### src/design/spci_pkg.sv
// Shared types and constants for the speed PID core.
`default_nettype none
package spci_pkg;

    localparam int GAIN_W    = 32;
    localparam int LIMIT_W   = 15;
    localparam int DATA_W    = 16;
    localparam int ERR_W     = 17;
    localparam int DIFF_W    = 18;
    localparam int ACC_W     = 48;
    localparam int KMAG_W    = 47;
    localparam int MUL_A_W   = 33;
    localparam int MUL_B_W   = 18;
    localparam int PROD_W    = 51;
    localparam int DMAG_W    = 48;
    localparam int DIVD_W    = 66;
    localparam int DIVS_W    = 16;
    localparam int DIV_STEPS = 33;
    localparam int D_SAT_BITS = 60;
    localparam int PD_W      = 62;
    localparam int APB_AW    = 5;
    localparam int APB_DW    = 32;

    localparam logic REQ_CALC  = 1'b0;
    localparam logic REQ_CLEAR = 1'b1;

    localparam logic [2:0] REG_GAIN_P   = 3'd0;
    localparam logic [2:0] REG_GAIN_I   = 3'd1;
    localparam logic [2:0] REG_GAIN_D   = 3'd2;
    localparam logic [2:0] REG_OUT_LIM  = 3'd3;
    localparam logic [2:0] REG_INT_LIM  = 3'd4;

    localparam logic signed [GAIN_W-1:0] RST_GAIN_P  = 32'sd32768;
    localparam logic signed [GAIN_W-1:0] RST_GAIN_I  = 32'sd5243;
    localparam logic signed [GAIN_W-1:0] RST_GAIN_D  = 32'sd328;
    localparam logic [LIMIT_W-1:0]       RST_OUT_LIM = 15'd5000;
    localparam logic [LIMIT_W-1:0]       RST_INT_LIM = 15'd200;

    typedef struct packed {
        logic signed [GAIN_W-1:0] gain_p;
        logic signed [GAIN_W-1:0] gain_i;
        logic signed [GAIN_W-1:0] gain_d;
        logic [LIMIT_W-1:0]       output_limit;
        logic [LIMIT_W-1:0]       integral_limit;
    } cfg_t;

endpackage
`default_nettype wire

### src/design/spci_regs.sv
// APB register file holding gains and limits.
`default_nettype none
module spci_regs (
    input  wire logic                       clk,
    input  wire logic                       rst_n,
    input  wire logic                       psel,
    input  wire logic                       penable,
    input  wire logic                       pwrite,
    input  wire logic [spci_pkg::APB_AW-1:0] paddr,
    input  wire logic [spci_pkg::APB_DW-1:0] pwdata,
    output logic [spci_pkg::APB_DW-1:0]      prdata,
    output logic                             pready,
    output spci_pkg::cfg_t                   cfg
);
    import spci_pkg::*;

    cfg_t       cfg_reg;
    logic [2:0] index;
    logic       wr_en;

    assign index  = paddr[APB_AW-1:2];
    assign wr_en  = psel && penable && pwrite;
    assign pready = 1'b1;
    assign cfg    = cfg_reg;

    always_ff @(posedge clk or negedge rst_n)
    begin
        if (!rst_n)
        begin
            cfg_reg.gain_p         <= RST_GAIN_P;
            cfg_reg.gain_i         <= RST_GAIN_I;
            cfg_reg.gain_d         <= RST_GAIN_D;
            cfg_reg.output_limit   <= RST_OUT_LIM;
            cfg_reg.integral_limit <= RST_INT_LIM;
        end
        else if (wr_en)
        begin
            case (index)
                REG_GAIN_P:  cfg_reg.gain_p         <= $signed(pwdata);
                REG_GAIN_I:  cfg_reg.gain_i         <= $signed(pwdata);
                REG_GAIN_D:  cfg_reg.gain_d         <= $signed(pwdata);
                REG_OUT_LIM: cfg_reg.output_limit   <= pwdata[LIMIT_W-1:0];
                REG_INT_LIM: cfg_reg.integral_limit <= pwdata[LIMIT_W-1:0];
                default:     ;
            endcase
        end
    end

    always_comb
    begin
        case (index)
            REG_GAIN_P:  prdata = cfg_reg.gain_p;
            REG_GAIN_I:  prdata = cfg_reg.gain_i;
            REG_GAIN_D:  prdata = cfg_reg.gain_d;
            REG_OUT_LIM: prdata = APB_DW'(cfg_reg.output_limit);
            REG_INT_LIM: prdata = APB_DW'(cfg_reg.integral_limit);
            default:     prdata = '0;
        endcase
    end

endmodule
`default_nettype wire

### src/design/spci_mul.sv
// Shared signed multiplier with registered product.
`default_nettype none
module spci_mul (
    input  wire logic                               clk,
    input  wire logic                               en,
    input  wire logic signed [spci_pkg::MUL_A_W-1:0] mul_a,
    input  wire logic signed [spci_pkg::MUL_B_W-1:0] mul_b,
    output logic signed [spci_pkg::PROD_W-1:0]       prod
);
    import spci_pkg::*;

    logic signed [PROD_W-1:0] prod_reg;
    logic signed [PROD_W-1:0] prod_next;

    assign prod_next = PROD_W'(mul_a) * PROD_W'(mul_b);
    assign prod      = prod_reg;

    always_ff @(posedge clk)
    begin
        if (en)
        begin
            prod_reg <= prod_next;
        end
    end

endmodule
`default_nettype wire

### src/design/spci_div.sv
// Restoring divider, two quotient bits per cycle.
`default_nettype none
module spci_div (
    input  wire logic                        clk,
    input  wire logic                        rst_n,
    input  wire logic                        start,
    input  wire logic [spci_pkg::DIVD_W-1:0] dividend,
    input  wire logic [spci_pkg::DIVS_W-1:0] divisor,
    output logic [spci_pkg::DIVD_W-1:0]      quotient,
    output logic                             done
);
    import spci_pkg::*;

    localparam int CNT_W = $clog2(DIV_STEPS);

    // dq_reg shifts dividend bits out the top and quotient bits in the bottom
    logic [DIVD_W-1:0] dq_reg;
    logic [DIVS_W-1:0] rem_reg;
    logic [DIVS_W-1:0] divs_reg;
    logic [CNT_W-1:0]  cnt_reg;
    logic              busy_reg;
    logic              done_reg;

    logic [DIVS_W:0]   r1, r2;
    logic              ge1, ge2;
    logic [DIVS_W-1:0] rem1, rem_next;
    logic [DIVD_W-1:0] dq1, dq_next;

    always_comb
    begin
        r1       = {rem_reg, dq_reg[DIVD_W-1]};
        ge1      = r1 >= {1'b0, divs_reg};
        rem1     = ge1 ? DIVS_W'(r1 - {1'b0, divs_reg}) : r1[DIVS_W-1:0];
        dq1      = {dq_reg[DIVD_W-2:0], ge1};
        r2       = {rem1, dq1[DIVD_W-1]};
        ge2      = r2 >= {1'b0, divs_reg};
        rem_next = ge2 ? DIVS_W'(r2 - {1'b0, divs_reg}) : r2[DIVS_W-1:0];
        dq_next  = {dq1[DIVD_W-2:0], ge2};
    end

    assign quotient = dq_reg;
    assign done     = done_reg;

    always_ff @(posedge clk or negedge rst_n)
    begin
        if (!rst_n)
        begin
            busy_reg <= 1'b0;
            done_reg <= 1'b0;
            cnt_reg  <= '0;
        end
        else
        begin
            done_reg <= 1'b0;
            if (start)
            begin
                busy_reg <= 1'b1;
                cnt_reg  <= '0;
            end
            else if (busy_reg)
            begin
                if (cnt_reg == CNT_W'(DIV_STEPS - 1))
                begin
                    busy_reg <= 1'b0;
                    done_reg <= 1'b1;
                end
                cnt_reg <= cnt_reg + 1'b1;
            end
        end
    end

    always_ff @(posedge clk)
    begin
        if (start)
        begin
            dq_reg   <= dividend;
            rem_reg  <= '0;
            divs_reg <= divisor;
        end
        else if (busy_reg)
        begin
            dq_reg  <= dq_next;
            rem_reg <= rem_next;
        end
    end

endmodule
`default_nettype wire

### src/design/speed_pid_conditional_integration_core.sv
// Speed PID step with conditional-integration anti-windup.
// Request channel (req_valid/req_stall): req_type 0 runs one control step on
// target_value, measured_value and period_frac (Q0.16 s, 0 taken as 1);
// req_type 1 zeroes the integral and the previous error and gives no result.
// Result channel (rsp_valid/rsp_stall): drive_out, signed 16 bits.
// Gains and limits sit on the APB port at byte addresses 0,4,8,12,16.
// In a calculate step the shared 33x18 multiplier runs five products in
// sequence and the derivative divide runs at two quotient bits per cycle.
// req_stall is high from the cycle after the transfer until the result is
// loaded into the output register, so a new calculate step is taken only
// once the previous one has loaded its result; a clear completes in the
// transfer cycle itself.
// The result register holds drive_out while rsp_stall is high; the next step
// may run meanwhile but waits in its last cycle until the register is free.
// Reset loads the default gains and limits and zeroes the integral and the
// previous error; no clearing sweep is needed.
`default_nettype none
module speed_pid_conditional_integration_core #(
    parameter int GAIN_FRAC_BITS = 16
) (
    input  wire logic                                clk,
    input  wire logic                                rst_n,
    input  wire logic                                psel,
    input  wire logic                                penable,
    input  wire logic                                pwrite,
    input  wire logic [spci_pkg::APB_AW-1:0]         paddr,
    input  wire logic [spci_pkg::APB_DW-1:0]         pwdata,
    output logic [spci_pkg::APB_DW-1:0]              prdata,
    output logic                                     pready,
    input  wire logic                                req_valid,
    output logic                                     req_stall,
    input  wire logic                                req_type,
    input  wire logic signed [spci_pkg::DATA_W-1:0]  target_value,
    input  wire logic signed [spci_pkg::DATA_W-1:0]  measured_value,
    input  wire logic [spci_pkg::DATA_W-1:0]         period_frac,
    output logic                                     rsp_valid,
    input  wire logic                                rsp_stall,
    output logic signed [spci_pkg::DATA_W-1:0]       drive_out
);
    import spci_pkg::*;

    localparam int LIM_W = LIMIT_W + GAIN_FRAC_BITS;
    localparam int TOT_W = LIM_W + 1;

    typedef enum logic [3:0] {
        ST_IDLE, ST_MUL_P, ST_MUL_D, ST_DIV_LOAD, ST_DIV, ST_SUM_PD,
        ST_MUL_LO, ST_MUL_HI, ST_INTEG, ST_ACC, ST_TOTAL, ST_OUT
    } state_t;

    cfg_t cfg;

    state_t                     state_reg;
    logic signed [ERR_W-1:0]    err_reg;
    logic signed [ERR_W-1:0]    last_err_reg;
    logic signed [DIFF_W-1:0]   diff_reg;
    logic [DATA_W-1:0]          period_reg;
    logic signed [ACC_W-1:0]    acc_reg;
    logic signed [PD_W-1:0]     pd_reg;
    logic                       dneg_reg;
    logic [KMAG_W-1:0]          kmag_reg;
    logic                       kneg_reg;
    logic [DMAG_W-1:0]          im_lo_reg;
    logic [KMAG_W-1:0]          im_reg;
    logic                       inside_reg;
    logic signed [TOT_W-1:0]    tot_reg;
    logic signed [DATA_W-1:0]   out_reg;
    logic                       out_valid_reg;

    // shared multiplier
    logic                       mul_en;
    logic signed [MUL_A_W-1:0]  mul_a;
    logic signed [MUL_B_W-1:0]  mul_b;
    logic signed [PROD_W-1:0]   prod;
    logic [PROD_W-1:0]          prod_mag;

    // divider
    logic                       div_start;
    logic [DIVD_W-1:0]          div_dividend;
    logic [DIVD_W-1:0]          quotient;
    logic                       div_done;

    logic signed [ERR_W-1:0]    err_in;
    logic signed [DIFF_W-1:0]   diff_in;
    logic [PD_W-2:0]            dmag;
    logic signed [PD_W-1:0]     d_term;
    logic [LIM_W-1:0]           lim_out_w;
    logic [LIM_W-1:0]           lim_int_w;
    logic signed [PD_W-1:0]     lim_out_pd;
    logic [PD_W:0]              im_full;
    logic signed [ACC_W-1:0]    im_signed;
    logic signed [ACC_W:0]      acc_sum;
    logic signed [ACC_W:0]      lim_int_s;
    logic signed [ACC_W-1:0]    acc_next;
    logic signed [PD_W:0]       tot_sum;
    logic signed [PD_W:0]       lim_out_t;
    logic signed [TOT_W-1:0]    tot_next;
    logic [TOT_W-1:0]           tot_mag;
    logic [DATA_W-1:0]          drive_mag;
    logic signed [DATA_W-1:0]   drive_next;
    logic                       out_free;

    spci_regs u_regs (
        .clk     (clk),
        .rst_n   (rst_n),
        .psel    (psel),
        .penable (penable),
        .pwrite  (pwrite),
        .paddr   (paddr),
        .pwdata  (pwdata),
        .prdata  (prdata),
        .pready  (pready),
        .cfg     (cfg)
    );

    spci_mul u_mul (
        .clk   (clk),
        .en    (mul_en),
        .mul_a (mul_a),
        .mul_b (mul_b),
        .prod  (prod)
    );

    spci_div u_div (
        .clk      (clk),
        .rst_n    (rst_n),
        .start    (div_start),
        .dividend (div_dividend),
        .divisor  (period_reg),
        .quotient (quotient),
        .done     (div_done)
    );

    assign req_stall = (state_reg != ST_IDLE);
    assign rsp_valid = out_valid_reg;
    assign drive_out = out_reg;
    assign out_free  = !out_valid_reg || !rsp_stall;

    assign err_in  = ERR_W'(target_value) - ERR_W'(measured_value);
    assign diff_in = DIFF_W'(err_in) - DIFF_W'(last_err_reg);

    // multiplier operand select
    always_comb
    begin
        mul_en = 1'b1;
        mul_a  = '0;
        mul_b  = '0;
        case (state_reg)
            ST_MUL_P:
            begin
                mul_a = MUL_A_W'(cfg.gain_p);
                mul_b = MUL_B_W'(err_reg);
            end
            ST_MUL_D:
            begin
                mul_a = MUL_A_W'(cfg.gain_d);
                mul_b = diff_reg;
            end
            ST_DIV_LOAD:
            begin
                mul_a = MUL_A_W'(cfg.gain_i);
                mul_b = MUL_B_W'(err_reg);
            end
            ST_MUL_LO:
            begin
                mul_a = $signed({1'b0, kmag_reg[31:0]});
                mul_b = $signed({2'b00, period_reg});
            end
            ST_MUL_HI:
            begin
                mul_a = $signed(MUL_A_W'(kmag_reg[KMAG_W-1:32]));
                mul_b = $signed({2'b00, period_reg});
            end
            default: mul_en = 1'b0;
        endcase
    end

    assign prod_mag     = prod[PROD_W-1] ? PROD_W'(-prod) : PROD_W'(prod);
    assign div_start    = (state_reg == ST_DIV_LOAD);
    assign div_dividend = {2'b00, prod_mag[DMAG_W-1:0], 16'h0000};

    // derivative magnitude saturates at 2^60
    assign dmag   = (|quotient[DIVD_W-1:D_SAT_BITS]) ? (PD_W-1)'(1) << D_SAT_BITS
                                                     : quotient[PD_W-2:0];
    assign d_term = dneg_reg ? -$signed({1'b0, dmag}) : $signed({1'b0, dmag});

    assign lim_out_w  = {cfg.output_limit, {GAIN_FRAC_BITS{1'b0}}};
    assign lim_int_w  = {cfg.integral_limit, {GAIN_FRAC_BITS{1'b0}}};
    assign lim_out_pd = $signed(PD_W'(lim_out_w));

    // (m * dt) >> 16 from two partial products
    assign im_full = (PD_W+1)'(im_lo_reg) + ((PD_W+1)'(prod[30:0]) << 32);

    assign im_signed = kneg_reg ? -$signed({1'b0, im_reg}) : $signed({1'b0, im_reg});
    assign acc_sum   = (ACC_W+1)'(acc_reg) + (ACC_W+1)'(im_signed);
    assign lim_int_s = $signed((ACC_W+1)'(lim_int_w));

    always_comb
    begin
        if (acc_sum > lim_int_s)
            acc_next = ACC_W'(lim_int_s);
        else if (acc_sum < -lim_int_s)
            acc_next = ACC_W'(-lim_int_s);
        else
            acc_next = ACC_W'(acc_sum);
    end

    assign tot_sum   = (PD_W+1)'(pd_reg) + (PD_W+1)'(acc_reg);
    assign lim_out_t = $signed((PD_W+1)'(lim_out_w));

    always_comb
    begin
        if (tot_sum > lim_out_t)
            tot_next = TOT_W'(lim_out_t);
        else if (tot_sum < -lim_out_t)
            tot_next = TOT_W'(-lim_out_t);
        else
            tot_next = TOT_W'(tot_sum);
    end

    // truncate toward zero: shift the magnitude, then restore the sign
    assign tot_mag    = tot_reg[TOT_W-1] ? TOT_W'(-tot_reg) : TOT_W'(tot_reg);
    assign drive_mag  = {1'b0, tot_mag[LIM_W-1:GAIN_FRAC_BITS]};
    assign drive_next = tot_reg[TOT_W-1] ? -$signed(drive_mag) : $signed(drive_mag);

    always_ff @(posedge clk or negedge rst_n)
    begin
        if (!rst_n)
        begin
            state_reg     <= ST_IDLE;
            out_valid_reg <= 1'b0;
            acc_reg       <= '0;
            last_err_reg  <= '0;
        end
        else
        begin
            // a new result may load in the same cycle the old one transfers
            if (state_reg == ST_OUT && out_free)
                out_valid_reg <= 1'b1;
            else if (out_valid_reg && !rsp_stall)
                out_valid_reg <= 1'b0;
            case (state_reg)
                ST_IDLE:
                begin
                    if (req_valid)
                    begin
                        if (req_type == REQ_CLEAR)
                        begin
                            acc_reg      <= '0;
                            last_err_reg <= '0;
                        end
                        else
                        begin
                            err_reg    <= err_in;
                            diff_reg   <= diff_in;
                            period_reg <= (period_frac == '0) ? DATA_W'(1) : period_frac;
                            state_reg  <= ST_MUL_P;
                        end
                    end
                end
                ST_MUL_P:    state_reg <= ST_MUL_D;
                ST_MUL_D:
                begin
                    pd_reg    <= PD_W'(prod);
                    state_reg <= ST_DIV_LOAD;
                end
                ST_DIV_LOAD:
                begin
                    dneg_reg  <= prod[PROD_W-1];
                    state_reg <= ST_DIV;
                end
                ST_DIV:
                begin
                    if (div_done)
                        state_reg <= ST_SUM_PD;
                end
                ST_SUM_PD:
                begin
                    pd_reg    <= pd_reg + d_term;
                    kmag_reg  <= prod_mag[KMAG_W-1:0];
                    kneg_reg  <= prod[PROD_W-1];
                    state_reg <= ST_MUL_LO;
                end
                ST_MUL_LO:   state_reg <= ST_MUL_HI;
                ST_MUL_HI:
                begin
                    im_lo_reg <= prod[DMAG_W-1:0];
                    state_reg <= ST_INTEG;
                end
                ST_INTEG:
                begin
                    im_reg     <= im_full[KMAG_W+15:16];
                    inside_reg <= (pd_reg < lim_out_pd) && (pd_reg > -lim_out_pd);
                    state_reg  <= ST_ACC;
                end
                ST_ACC:
                begin
                    if (inside_reg)
                        acc_reg <= acc_next;
                    state_reg <= ST_TOTAL;
                end
                ST_TOTAL:
                begin
                    tot_reg   <= tot_next;
                    state_reg <= ST_OUT;
                end
                ST_OUT:
                begin
                    if (out_free)
                    begin
                        out_reg       <= drive_next;
                        last_err_reg  <= err_reg;
                        state_reg     <= ST_IDLE;
                    end
                end
                default:     state_reg <= ST_IDLE;
            endcase
        end
    end

endmodule
`default_nettype wire
### config.mk
export PLATFORM = sky130hd
export DESIGN_NAME = speed_pid_conditional_integration_core
export DESIGN_NICKNAME = d
export VERILOG_FILES = /design/src/design/spci_pkg.sv /design/src/design/spci_regs.sv /design/src/design/spci_mul.sv /design/src/design/spci_div.sv /design/src/design/speed_pid_conditional_integration_core.sv
export SDC_FILE = /design/constraint.sdc
export NUM_CORES = 2
export LEC_CHECK = 0
export BUFFER_PORTS_ARGS = -buffer_cell sky130_fd_sc_hd__buf_2
export CAP_MARGIN = 10
export CORE_UTILIZATION = 30
export DETAILED_ROUTE_END_ITERATION = 8
export GPL_ROUTABILITY_DRIVEN = 0
export HOLD_SLACK_MARGIN = 0.03
export SLEW_MARGIN = 15
export SYNTH_ARGS = -nofsm -noshare
export SYNTH_HDL_FRONTEND = slang
export SYNTH_SLANG_ARGS = --single-unit
### constraint.sdc
create_clock -name clk -period 15.1 [get_ports clk]
set_input_delay 4.53 -clock clk [delete_from_list [all_inputs] [get_ports clk]]
set_output_delay 4.53 -clock clk [all_outputs]
set_load 0.01 [all_outputs]
==> flow_metrics.py <==
metrics = {
    "sta": {
        "max_slew_margin": 0.113,
        "fmax_mhz": 88.5,
        "period_needed_ps": 11300,
        "post-route-worst-setup-slack_ps": 3800,
        "fin_worst_hold_slack_ps": 394,
        "fin_crit_sh": 0.748,
        "rsz0062_at_grt": "false",
        "hold_viol": 0,
        "clock-skew-final_ps": 68.1,
        "slew_violations": 0,
        "worst_margin_slew_ps": 1320,
        "fin_tns_setup_ps": 0,
        "setup_viol": 0,
    },
    "synth": {
        "async_reset_ff_frac": 0.317,
        "sequential_cell_area_fraction_in_the_yosys_report": 0.259,
        "post_synth_instance_area_sq_mm": 0.0693,
        "number_of_register_bits_inferred_by_synthesis": 643,
        "synth_cell_type_count": 94,
        "net_count_after_synthesis": 9078,
        "synth-edff-count": 405,
        "postSynthAreaPerCell_sq_um": 8.83,
        "synth_cells": 7852,
        "synth_flop_cell": "edfxtp_1",
        "synth.yosys.warnings": 0,
    },
    "layout": {
        "largest_register_ffs": 126,
        "final_area_sq_mm": 0.0760,
        "design.final.nets": 9017,
        "postLayoutCoreUtil": 0.331,
        "layout.cells.most_common": "nand2_1",
        "most-common-layout-cells": "nand2_1 (984), inv_1 (913), nor2_1 (678), fa_1 (577), ha_1 (556)",
        "share_of_layout_cells_above_drive_strength_1": 0.0718,
        "filler_cell_count": 23800,
        "flow.area_growth_from_synthesis_pct": 9.60,
    },
    "routing": {
        "final_antenna_net_count": 0,
        "routed-via-count": 59400,
        "post_dr_vias_cell": 5.46,
        "detail_route.wirelength_microns": 241000,
        "initialDrtViolationCount": 5682,
        "post_drt_wl_per_cell_microns": 22.2,
        "route.detailed.drc": 0,
        "drtPass1Iterations": 9,
    },
    "die": {
        "count_of_boundary_i_o_pins": 144,
        "floorplan.die.width_microns": 483,
        "initial_core_util": 0.302,
        "std_cell_rows": 176,
        "die-area_sq_mm": 0.233,
        "core_area_sq_mm": 0.230,
        "die_h_microns": 483,
    },
    "clocking": {
        "cts_repair_resize_count": 0,
        "cts_sinks": 643,
        "worst_setup_hold_path_clk_slew_ps": 70,
        "hold_bufs_at_cts": 0,
        "ctsRootBufferMaster": "clkbuf_16",
        "clock_insertion_delay_worst_skew_ps": 750,
        "post_cts_buffers": 0,
        "number_of_h_tree_levels": 3,
        "cts_tree": "yes",
        "cts_buf_count": 76,
        "clockBufferDepth": 3,
    },
    "placement": {
        "dpl.hpwl_microns": 190000,
        "placedInstanceArea_sq_mm": 0.0732,
        "dp_slack_ps": 3860,
        "port_buffers": 140,
    },
    "global_route": {
        "antenna_violations_before_repair": 11,
        "grt_pass1_wl_microns": 361000,
        "globalRouteTotalUtil": 0.204,
        "grt_max_degree": 152,
        "grt-ovfl-total": 0,
        "via_count_of_the_first_global_routing_pass": 58800,
    },
    "worst_setup_path": {
        "timing.rr.end": "u_mul.prod[43]",
        "setup.worst_path.start_class": "input port",
        "worst_setup_path_end_kind": "output port",
        "worst_r2r_startpoint": "state_reg[2]",
        "setup.worst_path.end": "prdata[3]",
        "timing.critical_path.arrival_ps": 6770,
        "critPathMaxFanout": 35,
        "ff2ff_setup_slack_ps": 4470,
        "worst-r2r-cell-count": 31,
        "required_arrival_time_at_the_worst_endpoint_ps": 10570,
        "crit_start": "paddr[3]",
        "critical_path_start_end_classification": "in2out",
    },
    "power": {
        "pwr_density_cell_mw_per_mm2": 242,
        "p_leak_uw": 0.0332,
        "irDropWorstVdd_uv": 283,
    },
    "flow_run": {
        "cap_violations": 0,
    },
    "status": {
        "run_status": "completed",
    },
    "worst_hold_path": {
        "holdCritPathClass": "reg2reg",
    },
}
-- cell families (layout without fill, tap and decap cells) --
logic type,count (synthesis),after routing,share of synthesized area
AND/OR/NAND/NOR,2525,2525,0.166
AO/OA/AOI/OAI,1628,1628,0.151
buffers and inverters,1278,1281,0.0695
adder cells (fa/ha/maj),1133,1133,0.267
flip-flops,643,643,0.259
XOR/XNOR,429,429,0.0542
multiplexers,215,215,0.0332
other,1,5,0.0000541
-- metrics by stage --
step	power, uW	cells
CTS	18200	10900
global placement	15900	10700
global route	19800	10900
floorplan	12000	7852
detailed placement	16100	10700
finish	18400	10900
-- per-layer routing --
metal / part of all wire / GRT usage / up-vias
li1: - / - / 26800
met1: 0.40 / 0.261 / 29300
met2: 0.44 / 0.325 / 2694
met3: 0.094 / 0.0444 / 574
met4: 0.058 / 0.102 / 8
met5: 0.00023 / 0 / -
-- how the worst min path moves through the flow --
stage | slack (ps) | depth (start not counted) | end | from
6_report | 390 | 0 | im_reg[5] | im_lo_reg[21]
2_1_floorplan | 400 | 0 | im_reg[0] | im_lo_reg[16]
3_3_place_gp | 400 | 0 | im_reg[13] | im_lo_reg[29]
4_1_cts | 380 | 0 | im_reg[1] | im_lo_reg[17]
5_1_grt | 400 | 0 | im_reg[1] | im_lo_reg[17]
3_5_place_dp | 400 | 0 | im_reg[13] | im_lo_reg[29]
-- area by class of cell --
class / instances / area (sq um) / area share
clock buffers: 91 / 1990 / 0.0262
inverters: 916 / 3440 / 0.0453
well taps: 3026 / 3790 / 0.0498
multi-input cells: 5931 / 46700 / 0.615
flip-flops and latches: 643 / 18000 / 0.237
repair buffers: 223 / 1350 / 0.0177
clock inverters: 51 / 736 / 0.00968
diodes: 4 / 10.0 / 0.000132
-- where the power goes --
group	switching [uW]	internal [uW]	total, uW
clock network	859	1170	2030
logic	8400	4630	13000
registers	673	2680	3360
-- synthesized netlist by cell type (all sizes together) (45+ instances only) --
master	instances	area, sq um
a21o	157	1180
a21oi	410	2050
a22oi	70	526
a31oi	45	282
and2	64	400
and3	57	357
clkbuf	332	1250
dfrtp	184	4600
edfxtp	405	12200
fa	577	11600
ha	556	6960
inv	916	3440
mux2	107	1200
mux2i	107	1070
nand2	987	3700
nand2b	56	350
nand3	151	761
nand4	125	782
nor2	684	2570
nor2b	57	357
nor3	119	596
nor4	71	465
o21a	68	510
o21ai	429	2150
o21bai	46	345
o31ai	70	563
xnor2	276	2420
xor2	153	1340
-- critical path, cell delays in order --
cell,delay [ps]
buf_2,400
buf_4,600
mux2i_1,180
nor2_1,130
a21oi_1,60
o22ai_1,560
buf_2,280
Power figures use the tool's default switching activity.
